## src/design/eqpx_fifo.sv

```systemverilog
`timescale 1ns / 1ps

module eqpx_fifo #(
  parameter int WIDTH = 8
) (
  input  logic             clk,
  input  logic             rst,
  input  logic             push,
  output logic             full,
  input  logic [WIDTH-1:0] din,
  input  logic             pop,
  output logic             empty,
  output logic [WIDTH-1:0] dout
);

  logic [WIDTH-1:0] mem [2];
  logic             wr_ptr;
  logic             rd_ptr;
  logic [1:0]       count;
  logic             do_push;
  logic             do_pop;

  assign full    = (count == 2'd2);
  assign empty   = (count == 2'd0);
  assign do_push = push && !full;
  assign do_pop  = pop && !empty;
  assign dout    = mem[rd_ptr];

  always_ff @(posedge clk) begin
    if (do_push) begin
      mem[wr_ptr] <= din;
    end
  end

  always_ff @(posedge clk) begin
    if (rst) begin
      wr_ptr <= 1'b0;
      rd_ptr <= 1'b0;
      count  <= 2'd0;
    end else begin
      if (do_push) begin
        wr_ptr <= ~wr_ptr;
      end
      if (do_pop) begin
        rd_ptr <= ~rd_ptr;
      end
      if (do_push && !do_pop) begin
        count <= count + 2'd1;
      end else if (do_pop && !do_push) begin
        count <= count - 2'd1;
      end
    end
  end

endmodule

```

## config.mk

```make
export PLATFORM = sky130hd
export DESIGN_NAME = eqpx_fifo
export DESIGN_NICKNAME = d
export VERILOG_FILES = /design/src/design/eqpx_fifo.sv
export SDC_FILE = /design/constraint.sdc
export NUM_CORES = 1
export LEC_CHECK = 0
export ABC_AREA = 1
export BUFFER_PORTS_ARGS = -buffer_cell sky130_fd_sc_hd__buf_2
export CORE_UTILIZATION = 49
export CTS_CLUSTER_DIAMETER = 60
export DETAILED_ROUTE_END_ITERATION = 10
export PLACE_DENSITY = 0.75
export SYNTH_ARGS = -nofsm -noshare
export SYNTH_HDL_FRONTEND = slang
export SYNTH_SLANG_ARGS = --single-unit
```

## constraint.sdc

```tcl
create_clock -name clk -period 1.8 [get_ports clk]
set_input_delay 0.18 -clock clk [delete_from_list [all_inputs] [get_ports clk]]
set_output_delay 0.18 -clock clk [all_outputs]
set_load 0.02 [all_outputs]
```

==> impl_summary.log <==
INFO  metric outcome = finished clean
INFO  metric met1Wirelength = 507 µm
INFO  metric routedWlPerCell = 11.7 µm
INFO  metric ys_warns = 0
INFO  metric num_io_pins = 22
INFO  metric vias_per_cell = 5.04
INFO  metric grt_setup_unrepaired = false
INFO  metric drtAntennaViolNets = 0
INFO  metric chipWidth = 43.1 µm
INFO  metric antenna_found_initial = 0
INFO  metric placedCellCount = 100
INFO  metric design.core.area = 1540 µm²
INFO  metric finalHoldViolCount = 0
INFO  metric io_buffer_count = 21
INFO  metric clock_tree.htree_level_count = 1
INFO  metric finalCritPeriodShare = 86.9%
INFO  metric clock_tree.root_cell = sky130_fd_sc_hd__clkbuf_4
INFO  metric mostFrequentLayoutCell = sky130_fd_sc_hd__buf_2
INFO  metric finalSetupViolCount = 0
INFO  metric critical_path.reg2reg.endpoint = count[1]
INFO  metric detailed_place_hpwl = 907 µm
INFO  metric ys_types = 16
INFO  metric worstPathRequired = 1.62 ns
INFO  metric worstMarginPinSlew = 0.354 ns
INFO  metric critPathMaxFanout = 8
INFO  metric regToRegStartpoint = count[1]
INFO  metric wl_met3 = 57 µm
INFO  metric place_congestion = 0.695
INFO  metric grtUsageTotal = 15.4%
INFO  metric drt_drc_violations_left = 0
INFO  metric total_congestion_overflow = 0
INFO  metric via_count = 524
INFO  metric layout_min_cycle_time = 1.56 ns
INFO  metric clock_tree.buffer_depth = 2
INFO  metric maxClockFrequency = 639 MHz
INFO  metric syn_avg_cell_area = 13.4 µm²
INFO  metric hold_path_class = in2reg
INFO  metric worstHoldEndpoint = mem[0][5]
INFO  metric tritoncts = done
INFO  metric worst-setup-path-type = reg2out
INFO  metric timing_max_transition_violations_final = 0
INFO  metric antenna_cells_inserted = 0
INFO  metric post_cts_setup_bufs = 0
INFO  metric rows = 14
INFO  metric dieArea = 1860 µm²
INFO  metric reg2reg_setup_slack = 0.35 ns
INFO  metric inserted_clock_buffers = 3
INFO  metric clk_pin_slew_worst_paths = 0.11 ns
INFO  metric synth_nets = 75
INFO  metric worst_ep_arrival_time = 1.38 ns
INFO  metric detail_route.iter0.violations = 7
INFO  metric finalClockSkew = 0.00192 ns
INFO  metric hold_path_depth = 1
INFO  metric preCtsSetupSlack = 0.399 ns
INFO  metric grt_pass1_vias = 516
INFO  metric timing.reg2reg.worst_path_depth = 9
INFO  metric clkLatencyLatePin = 0.29 ns
INFO  metric post_cts_resize_count = 0
INFO  metric power_density = 1370 nW/µm²
INFO  metric netlist_top_cells_area = sky130_fd_sc_hd__edfxtp_1 (58%), sky130_fd_sc_hd__dfxtp_1 (12%), sky130_fd_sc_hd__mux2_2 (11%)
INFO  metric drt_pass1_iterations = 4
INFO  metric hp-start = din[5]
INFO  metric first_pass_grt_wire_length = 2060 µm
INFO  metric layout_setup_ws = 0.235 ns
INFO  metric power_leakage = 0.419 nW
INFO  metric peakVddDrop = 0.000728 V
INFO  metric starting_density = 53.7%
INFO  metric post_synth_inst_count = 62
INFO  metric setup.worst_path.end_class = output pin
INFO  metric synth_sequential_area_ratio = 70.1%
INFO  metric routed.top_layer = met4
INFO  metric synth_seq_cells = 21
INFO  metric die_h = 43.1 µm
INFO  metric drt_wl_total = 1220 µm
INFO  metric clock-sinks = 21
INFO  metric max_cap_violations = 0
INFO  metric setup_tns = 0 ns
INFO  metric netlist_area = 828 µm²
INFO  metric grt_max_degree = 13
INFO  metric crit_path_start_kind = flop
INFO  metric final_instance_area = 991 µm²
INFO  metric fin_nets = 102
INFO  metric yosys.area.top_type_share = 58.0%
INFO  metric final.fill_count = 129
INFO  metric final_layout_size_suffix_gt1_share = 45.5%
INFO  metric post_layout_nonfiller_instances = 104
INFO  metric syn_to_final_growth = 19.6%
INFO  metric top_library_cells_by_usage_in_the_layout_fill_and_taps_aside = sky130_fd_sc_hd__buf_2 (21), sky130_fd_sc_hd__edfxtp_1 (16), sky130_fd_sc_hd__nor2_1 (9)
INFO  metric placed_standard_cell_area = 963 µm²
INFO  metric synth_top_cell_by_area = sky130_fd_sc_hd__edfxtp_1
INFO  metric cts_hold_buffers = 0
INFO  metric timing.max_slew.rel_slack = 76.4%
INFO  metric met2_wirelength = 624 µm
## per-layer routing
metal  GRT usage, %  up-vias
met4           9.70        0
li1               -      263
met2           26.6       13
met1           16.7      244
met5              0        -
met3           3.40        4
## power breakdown
part           internal, W  switching [W]  total [W]
clock            0.0000826       0.000132   0.000215
combinational     0.000195       0.000266   0.000461
sequential        0.000618      0.0000683   0.000686
total             0.000895       0.000467    0.00136
## sequential cells by signal, summed over array words and instances (netlist names), named ones only
signal / cells
rd_ptr: 1
mem: 16
count: 2
wr_ptr: 1
## cell usage after synthesis, drive strengths merged
| master | n |
|---|---|
| nand4 | 1 |
| nand3 | 1 |
| inv | 9 |
| o21ai | 5 |
| ha | 1 |
| a21oi | 1 |
| nand2 | 4 |
| edfxtp | 16 |
| and2 | 1 |
| buf | 1 |
| dfxtp | 5 |
| mux2 | 8 |
| nor2 | 9 |
## how the worst max path moves through the flow
stage | startpoint | cells past startpoint | end
finish | flop | 2 | dout[6]
global route | count[1] | 9 | count[1]
CTS | flop | 2 | dout[6]
detailed placement | count[1] | 9 | count[1]
global placement | count[1] | 9 | count[1]
floorplan | count[0] | 2 | mem[1][0]
## worst max-delay path: stages (launching register included)
cell                      delay [ns]
sky130_fd_sc_hd__dfxtp_1        0.55
sky130_fd_sc_hd__mux2_2         0.39
sky130_fd_sc_hd__buf_2          0.16
## layout make-up
class	count	area, µm²	area share, %
clock inverter	1	5.00	0.505
sequential	21	581	58.6
clock buffer	3	22.5	2.27
tap	16	20.0	2.02
timing repair buffer	23	120	12.1
inverter	9	33.8	3.41
multi-input combinational	31	209	21.1
## metrics by stage
step / utilization, % / hold slack (ns) / total power [W]
6_report: 64.3 / 0.0670 / 0.00136
5_1_grt: 64.3 / 0.0574 / 0.00146
4_1_cts: 64.3 / 0.0619 / 0.00137
3_5_place_dp: 62.5 / 0.372 / 0.00116
3_3_place_gp: 62.5 / 0.369 / 0.00115
2_1_floorplan: - / 0.279 / 0.00103
## kinds of logic (layout without fill, tap and decap cells)
logic type | Yosys count | count (layout) | share of synthesized area [%]
DFF | 21 | 21 | 70.1
AOI/OAI and AO/OA | 6 | 6 | 4.53
buffers and inverters | 10 | 36 | 4.68
and+or+nand+nor | 16 | 16 | 8.31
adders and majority gates | 1 | 1 | 1.51
muxes | 8 | 8 | 10.9
Power figures use the tool's default switching activity.
