**config.mk**
```make
export PLATFORM = sky130hd
export DESIGN_NAME = eqpx_front
export DESIGN_NICKNAME = d
export VERILOG_FILES = /design/src/design/eqpx_pkg.sv /design/src/design/eqpx_fifo.sv /design/src/design/eqpx_front.sv
export SDC_FILE = /design/constraint.sdc
export NUM_CORES = 1
export LEC_CHECK = 0
export ABC_CLOCK_PERIOD_IN_PS = 2610
export BUFFER_PORTS_ARGS = -buffer_cell sky130_fd_sc_hd__buf_2
export CORE_MARGIN = 1
export CORE_UTILIZATION = 40
export DETAILED_ROUTE_END_ITERATION = 7
export PLACE_DENSITY_LB_ADDON = 0.15
export RECOVER_POWER = 25
export SLEW_MARGIN = 20
export SYNTH_ARGS = -nofsm -noshare
export SYNTH_HDL_FRONTEND = slang
export SYNTH_HIERARCHICAL = 1
export SYNTH_SLANG_ARGS = --single-unit
```
**constraint.sdc**
```tcl
create_clock -name clk -period 2.61 [get_ports clk]
set_input_delay 0.1305 -clock clk [delete_from_list [all_inputs] [get_ports clk]]
set_output_delay 0.1305 -clock clk [all_outputs]
set_load 0.03 [all_outputs]
```
**src/design/eqpx_pkg.sv**
```systemverilog
`timescale 1ns / 1ps

package eqpx_pkg;

  typedef enum logic [1:0] {
    OP_SAMPLE = 2'd0,
    OP_SWITCH = 2'd1,
    OP_ABORT  = 2'd2,
    OP_SET    = 2'd3
  } op_t;

  typedef struct packed {
    logic       fading;
    logic [2:0] engine;
  } status_t;

  localparam int          ENGINE_W        = 3;
  localparam int          STATUS_W        = 4;
  localparam int          LEN_W           = 16;
  localparam logic [2:0]  ENGINE_LAST     = 3'd5;
  localparam logic [15:0] FADE_LENGTH_RST = 16'd441;
  localparam logic [15:0] FADE_LENGTH_MIN = 16'd16;
  localparam logic [63:0] HALF_PI_Q30     = 64'd1686629713;
  localparam logic [63:0] ONE_Q30         = 64'd1073741824;
  localparam logic [63:0] HALF_Q15        = 64'd16384;
  localparam logic [63:0] GAIN_ONE        = 64'd32768;
  localparam logic [63:0] TAYLOR_DIV [8]  = '{64'd2, 64'd12, 64'd30, 64'd56,
                                              64'd90, 64'd132, 64'd182, 64'd240};

  function automatic logic [ENGINE_W-1:0] normalize_engine(input logic [ENGINE_W-1:0] code);
    return (code <= ENGINE_LAST) ? code : '0;
  endfunction

  // Quarter-cosine gain in Q1.15 for a Q2.30 angle, 9-term series.
  function automatic logic [15:0] cos_q15(input logic [63:0] angle);
    logic [63:0]        x2;
    logic [63:0]        term;
    logic signed [63:0] sum;
    logic [63:0]        g;
    x2   = (angle * angle) >> 30;
    term = ONE_Q30;
    sum  = $signed(ONE_Q30);
    for (int k = 0; k < 8; k++) begin
      term = (term * x2) >> 30;
      term = term / TAYLOR_DIV[k];
      if ((k % 2) == 0) begin
        sum = sum - $signed(term);
      end else begin
        sum = sum + $signed(term);
      end
    end
    if (sum < 0) begin
      sum = '0;
    end
    g = ($unsigned(sum) + HALF_Q15) >> 15;
    if (g > GAIN_ONE) begin
      g = GAIN_ONE;
    end
    return g[15:0];
  endfunction

endpackage

```
**src/design/eqpx_fifo.sv**
```systemverilog
`timescale 1ns / 1ps

module eqpx_fifo #(
  parameter int WIDTH = 8
) (
  input  logic             clk,
  input  logic             rst,
  input  logic             push,
  output logic             full,
  input  logic [WIDTH-1:0] din,
  input  logic             pop,
  output logic             empty,
  output logic [WIDTH-1:0] dout
);

  logic [WIDTH-1:0] mem [2];
  logic             wr_ptr;
  logic             rd_ptr;
  logic [1:0]       count;
  logic             do_push;
  logic             do_pop;

  assign full    = (count == 2'd2);
  assign empty   = (count == 2'd0);
  assign do_push = push && !full;
  assign do_pop  = pop && !empty;
  assign dout    = mem[rd_ptr];

  always_ff @(posedge clk) begin
    if (do_push) begin
      mem[wr_ptr] <= din;
    end
  end

  always_ff @(posedge clk) begin
    if (rst) begin
      wr_ptr <= 1'b0;
      rd_ptr <= 1'b0;
      count  <= 2'd0;
    end else begin
      if (do_push) begin
        wr_ptr <= ~wr_ptr;
      end
      if (do_pop) begin
        rd_ptr <= ~rd_ptr;
      end
      if (do_push && !do_pop) begin
        count <= count + 2'd1;
      end else if (do_pop && !do_push) begin
        count <= count - 2'd1;
      end
    end
  end

endmodule

```
**src/design/eqpx_front.sv**
```systemverilog
`timescale 1ns / 1ps

module eqpx_front #(
  parameter int SAMPLE_WIDTH = 16
) (
  input  logic                           clk,
  input  logic                           rst,
  input  logic                           push,
  output logic                           full,
  input  logic [1:0]                     op,
  input  logic [2:0]                     engine_code,
  input  logic signed [SAMPLE_WIDTH-1:0] old_sample,
  input  logic signed [SAMPLE_WIDTH-1:0] new_sample,
  output logic                           cmd_valid,
  input  logic                           cmd_ready,
  output eqpx_pkg::op_t                  cmd_op,
  output logic [2:0]                     cmd_engine,
  output logic signed [SAMPLE_WIDTH-1:0] cmd_old,
  output logic signed [SAMPLE_WIDTH-1:0] cmd_new
);

  localparam int CMD_W = 2 + eqpx_pkg::ENGINE_W + 2 * SAMPLE_WIDTH;

  logic [CMD_W-1:0] cmd_in;
  logic [CMD_W-1:0] cmd_out;
  logic             cmd_empty;

  // Normalize the engine code before it enters the queue.
  assign cmd_in = {op, eqpx_pkg::normalize_engine(engine_code), old_sample, new_sample};

  eqpx_fifo #(
    .WIDTH(CMD_W)
  ) u_cmd_q (
    .clk  (clk),
    .rst  (rst),
    .push (push),
    .full (full),
    .din  (cmd_in),
    .pop  (cmd_ready),
    .empty(cmd_empty),
    .dout (cmd_out)
  );

  assign cmd_valid  = !cmd_empty;
  assign cmd_op     = eqpx_pkg::op_t'(cmd_out[CMD_W-1 -: 2]);
  assign cmd_engine = cmd_out[CMD_W-3 -: eqpx_pkg::ENGINE_W];
  assign cmd_old    = cmd_out[2*SAMPLE_WIDTH-1 -: SAMPLE_WIDTH];
  assign cmd_new    = cmd_out[SAMPLE_WIDTH-1:0];

endmodule

```
==> results of run 1 <==
## sequential cells by signal (all words and copies together), names as in the netlist, named ones only
register and cells:
u_cmd_q/rd_ptr 1, u_cmd_q/mem 74, u_cmd_q/wr_ptr 1, u_cmd_q/count 2
## final timing paths
kind	end	slack, ns
worst max-delay path	cmd_old[7]	0.84
worst min-delay path	u_cmd_q/count[1]$_SDFFE_PP0P_	0.02
worst max register to register	u_cmd_q/mem[0][6]$_DFFE_PP_	0.92
worst min register to register	u_cmd_q/wr_ptr$_SDFFE_PP0P_	0.50
## layout make-up
type / count / area, sq um
clock buffers: 9 / 124
clock inverters: 6 / 110
fillers: 583 / 2910
inverters: 3 / 11.3
multi-input cells: 58 / 551
flip-flops and latches: 79 / 2320
well taps: 96 / 120
repair buffers: 117 / 762
## per-stage QoR
step | power [mW] | setup WS (ns)
after floorplan | 2.56 | 0.608
after global placement | 2.89 | 0.913
after detailed placement | 2.89 | 0.893
after CTS | 3.96 | 0.809
after global routing | 4.10 | 0.764
final | 3.91 | 0.844
## what timing repair did
| action | in CTS | in global routing |
|---|---|---|
| endpoints found under the hold margin | 68 | 0 |
| setup buffers | 0 | 0 |
| hold buffers | 34 | 0 |
## logic make-up after synthesis
logic type,after synthesis,share of synthesized area (%)
fa+ha+maj,1,0.430
xor+xnor,3,0.903
compound gates,6,1.12
simple gates,11,2.11
flops,79,79.8
mux,37,14.3
buf+inv,7,1.33
## per-layer routing
| layer | share of wire, % | track usage [%] |
|---|---|---|
| met4 | 1.8 | 6.41 |
| met3 | 6.0 | 6.07 |
| met1 | 42 | 15.1 |
| met2 | 50 | 23.9 |
| met5 | 0 | 0 |
## report_power, final
group          switching (mW)  leakage (nW)  internal (mW)
Clock                   0.401         0.111          0.627
Sequential             0.0641         0.734           1.60
Combinational           0.767         0.655          0.454
## worst max-delay path, delay by kind of cell (launching register included)
kind	cells	cell delay, ns
muxes	1	0.37
buffers and inverters	2	0.47
DFF	1	0.45
## synth_stat cells
cell / number
o21ai_0: 3
a21oi_1: 2
and2_1: 1
edfxtp_1: 74
or3_1: 2
and2b_2: 1
mux2_2: 37
inv_1: 3
xor2_1: 3
nor2_1: 5
buf_2: 1
nor2b_1: 1
ha_1: 1
nor2b_2: 1
dfxtp_1: 5
a21boi_0: 1
buf_4: 3
==> reports/results.tsv, run 1 <==
stage	metric	value	unit
status	status	complete, no violations	
critical_path	CP Class	register to primary output	
global_route	vias in the first global route	1668	
sta	Peak Freq	566	MHz
sta	Fin Hold WS	0.0194	ns
final_layout	Core Util, Final	57.9	%
routing	vias	1666	
sta	Setup TNS	0	ns
routing	DR vias/cell	4.53	
sta	Final Cycle Share	67.7	%
cts	PostCTS Resize Cnt	0	
cts	Clock Pin Slew Worst Setup and Hold Paths	0.07	ns
synthesis	Syn Area/Cell	20.2	sq um
sta	final hold vios	0	
flow_run	Max Cap Viol	0	
critical_path	Critical Path Source Type	register	
cts	Clock Tree Root	clkbuf_8	
critical_path	path depth of the worst reg2reg path	4	
synthesis	Synthesized Nets	186	
floorplan	Die Ht	87.3	um
synthesis	#FFs+latches synth	79	
critical_path	Reg-to-Reg Start	u_cmd_q/count[0]$_SDFFE_PP0P_	
critical_path	crit-path cells	buf_4 -> mux2_2 -> buf_2	
synthesis	register area share after synthesis	79.8	%
routing	DR pass1 iterations	3	
global_route	Total GRT Usage	14.0	%
cts	clock tree buffer depth	2	
hold_path	Worst Min Path Start	rst	
hold_path	Hold Path Class	primary input to register	
synthesis	Cell variety after synth	17	
sta	Rel. slew slack	64.0	%
power_and_ir_drop	Pleak	1.50	nW
power_and_ir_drop	cell area power density	977	mW/mm^2
final_layout	commonest cells after routing, fill and taps aside	edfxtp_1, buf_2, mux2_2, dlygate4sd3_1, clkbuf_1	
final_layout	nets	310	
sta	crit path time final	1.77	ns
routing	WL final	4.87	mm
final_layout	Antenna Cells	0	
synthesis	post-synthesis cell count	144	
place	placed insts	319	
final_layout	most common cell after layout, fill and taps aside	edfxtp_1	
critical_path	CP max FO	16	
hold_path	hold depth	2	
place	Placed Area	0.00344	sq mm
floorplan	num rows	30	
floorplan	Die X	87.3	um
cts	H-tree depth	3	
floorplan	Starting Density	42.1	%
final_layout	area delta synth->final	37.5	%
routing	WL/cell	13.2	um
sta	RSZ-0062 raised after global routing	no	
final_layout	non-filler cells, final	368	
synthesis	share of the synthesized area in the top cell type	76.4	%
sta	Slew Limit Fails	0	
cts	Worst-Skew Late Latency	0.34	ns
critical_path	CP Capture Type	primary output	
place	IO buf count	79	
synthesis	largest area contributor in the netlist	edfxtp_1	
global_route	GR Overflow Total	0	
final_layout	Post-Layout Inst Area	0.00400	sq mm
critical_path	slowest CP cell	dfxtp_2	
global_route	first-pass GRT wire length	7.65	mm
sta	clk_skew	0.00856	ns
synthesis	Mapped Area	0.00291	sq mm
global_route	largest net degree at the start of global routing	38	
floorplan	die area	0.00762	sq mm
final_layout	layout cell share with drive strength beyond 1	46.3	%
power_and_ir_drop	Peak VDD IR	559	uV
routing	DRC errors left	0	
floorplan	Ports	80	
synthesis	ranking of synthesized cells by area	edfxtp_1, mux2_2, dfxtp_1, xor2_1, buf_4	
routing	Detail Route Antenna Nets	0	
critical_path	CP peak stage delay	0.45	ns
cts	clk sink count	79	
critical_path	Critical Path RT	2.48	ns
synthesis	Synth Warn #	6	
sta	worst-margin pin slew	0.541	ns
cts	CTS tree	built	
global_route	initial antenna violation count	0	
critical_path	WP data arrival	1.64	ns
place	GP Congestion	0.712	
sta	Final setup viols	0	
cts	CTS buffer count	9	
routing	DRT iter0 DRCs	43	
floorplan	core box area	0.00691	sq mm
place	HPWL Detailed	3.10	mm
No activity file was read; power rests on OpenSTA's default activity.
==> inputs of run 2 (changes only) <==
Settings changed: ABC_CLOCK_PERIOD_IN_PS 2610 to 1620.
Clock period 2.61 ns to 1.62 ns, I/O delays scaled along.
==> run 2 against run 1 <==
Global-route usage grew 0.59 points. Wire length is 6.9% higher. Register-to-register slack worse by 0.80 ns.
==> reports/results.tsv, run 2 (synthesized netlist as in run 1, its figures left out) <==
stage	metric	value	unit	change
final_layout	Antenna Cells	0		unchanged
critical_path	CP Class	register to primary output		
flow_run	Max Cap Viol	0		unchanged
final_layout	layout cell share with drive strength beyond 1	49.3	%	+3.0 points
cts	clk sink count	79		unchanged
hold_path	Worst Min Path Start	engine_code[1]		
critical_path	CP Capture Type	primary output		
floorplan	num rows	30		unchanged
floorplan	Ports	80		unchanged
routing	WL final	5.21	mm	+6.9%
global_route	Total GRT Usage	14.6	%	+0.59 points
critical_path	Critical Path Source Type	register		
cts	Clock Tree Root	clkbuf_8		
critical_path	Reg-to-Reg Start	u_cmd_q/count[0]$_SDFFE_PP0P_		
floorplan	Die Ht	87.3	um	unchanged
final_layout	area delta synth->final	40.4	%	
final_layout	Core Util, Final	59.1	%	+1.2 points
critical_path	CP max FO	11		-5
final_layout	largest registers	u_cmd_q/mem: 74 flops, u_cmd_q/count: 2 flops		
sta	final hold vios	0		unchanged
cts	clock tree buffer depth	2		unchanged
sta	Rel. slew slack	81.0	%	+17 points
global_route	vias in the first global route	1710		+2.5%
routing	WL/cell	13.8	um	+4.6%
critical_path	CP Buf/Inv Count	2		unchanged
final_layout	most common cell after layout, fill and taps aside	edfxtp_1		
floorplan	Starting Density	42.1	%	unchanged
hold_path	Hold Path Class	primary input to register		
cts	H-tree depth	3		unchanged
cts	Worst-Skew Late Latency	0.34	ns	about the same
routing	DRT iter0 DRCs	73		+70%
final_layout	max reg flops	74		unchanged
cts	CTS buffer count	9		unchanged
sta	Final Cycle Share	96.3	%	
floorplan	die area	0.00762	sq mm	unchanged
sta	crit path time final	1.56	ns	
place	Placed Area	0.00349	sq mm	+1.4%
final_layout	Post-Layout Inst Area	0.00409	sq mm	+2.1%
global_route	GR Overflow Total	0		unchanged
place	IO buf count	79		unchanged
place	Place WS	0.134	ns	-0.759 ns
routing	DR vias/cell	4.49		-0.89%
power_and_ir_drop	Tot Pwr	6.24	mW	+60%
critical_path	CP peak stage delay	0.44	ns	about the same
routing	vias	1687		+1.3%
critical_path	Critical Path RT	1.54	ns	-0.94 ns
sta	Slew Limit Fails	0		unchanged
sta	Peak Freq	641	MHz	
power_and_ir_drop	Peak VDD IR	973	uV	+74%
sta	worst-margin pin slew	0.282	ns	-0.259 ns
critical_path	WP data arrival	1.48	ns	-0.16 ns
power_and_ir_drop	Pleak	1.54	nW	+2.4%
critical_path	crit-path cells	clkbuf_16 -> mux2_2 -> buf_4		
status	status	complete, no violations		
routing	DR pass1 iterations	4		+1
sta	clk_skew	0.00584	ns	-0.00272 ns
place	GP Congestion	0.652		-8.5%
critical_path	slowest CP cell	dfxtp_4		
power_and_ir_drop	cell area power density	1530	mW/mm^2	+56%
global_route	initial antenna violation count	0		unchanged
place	HPWL Detailed	3.08	mm	-0.63%
final_layout	commonest cells after routing, fill and taps aside	edfxtp_1, buf_2, mux2_2, dlygate4sd3_1, clkbuf_1		
cts	Clock Pin Slew Worst Setup and Hold Paths	0.07	ns	about the same
floorplan	Die X	87.3	um	unchanged
cts	CTS tree	built		
sta	RSZ-0062 raised after global routing	no		
critical_path	CP top delay family	flip-flops		
floorplan	core box area	0.00691	sq mm	unchanged
final_layout	Top reg by flops	u_cmd_q/mem		
final_layout	nets	317		+2.3%
sta	Final setup viols	0		unchanged
global_route	largest net degree at the start of global routing	38		unchanged
sta	final worst slack	0.0593	ns	-0.785 ns
routing	Detail Route Antenna Nets	0		unchanged
global_route	first-pass GRT wire length	7.99	mm	+4.5%
routing	DRC errors left	0		unchanged
run 2: cell types whose count changed in the layout (fill, tap and decap cells not counted), sizes merged:
cell,delta
buf,+4
clkinv,+3
bufinv,-2
clkbuf,+2
clkinvlp,+1
dlygate4sd3,+1
inv,-1
run 2: worst paths after layout:
check	to	slack, ns	cells past startpoint
setup / recovery	cmd_old[7]	0.06	3
hold / removal	u_cmd_q/mem[1][34]$_DFFE_PP_	0.06	2
setup reg to reg	u_cmd_q/count[1]$_SDFFE_PP0P_	0.12	4
hold reg to reg	u_cmd_q/wr_ptr$_SDFFE_PP0P_	0.50	2
run 2: what timing repair did:
item	in CTS	in global routing
gates cloned	0	1
endpoints found under the hold margin	73	0
hold buffers	35	0
buffers inserted	0	4
gates resized for setup	4	1
setup endpoints to repair	30	30
run 2: report_power, final:
| part | switching, mW | internal (mW) | total (mW) | leakage [nW] |
|---|---|---|---|---|
| Clock | 0.673 | 0.698 | 1.37 | 0.0924 |
| Combinational | 1.28 | 0.897 | 2.18 | 0.709 |
| Sequential | 0.117 | 2.58 | 2.69 | 0.735 |
| Total | 2.07 | 4.17 | 6.24 | 1.54 |
run 2: per-stage QoR:
step	instances	hold slack (ns)	TNS (ns)
2_1_floorplan	144	0.143	-1.86
3_3_place_gp	320	0.270	0
3_5_place_dp	320	0.273	0
4_1_cts	371	0.0420	0
5_1_grt	376	0.0429	0
6_report	376	0.0570	0
run 2: cell type report:
cell class | instances | area (sq um)
clock inverter | 7 | 63.8
tap | 96 | 120
multi-input combinational | 58 | 561
clock buffer | 9 | 124
fill | 584 | 2820
inverter | 3 | 15.0
sequential | 79 | 2330
timing repair buffer | 124 | 873
run 2: routing by layer:
layer	vias to the layer above	part of all wire, %	global-route usage (%)
met5	-	0	0
met1	805	45	17.2
li1	819	-	-
met2	53	49	24.3
met4	0	1.9	8.05
met3	10	4.0	3.98
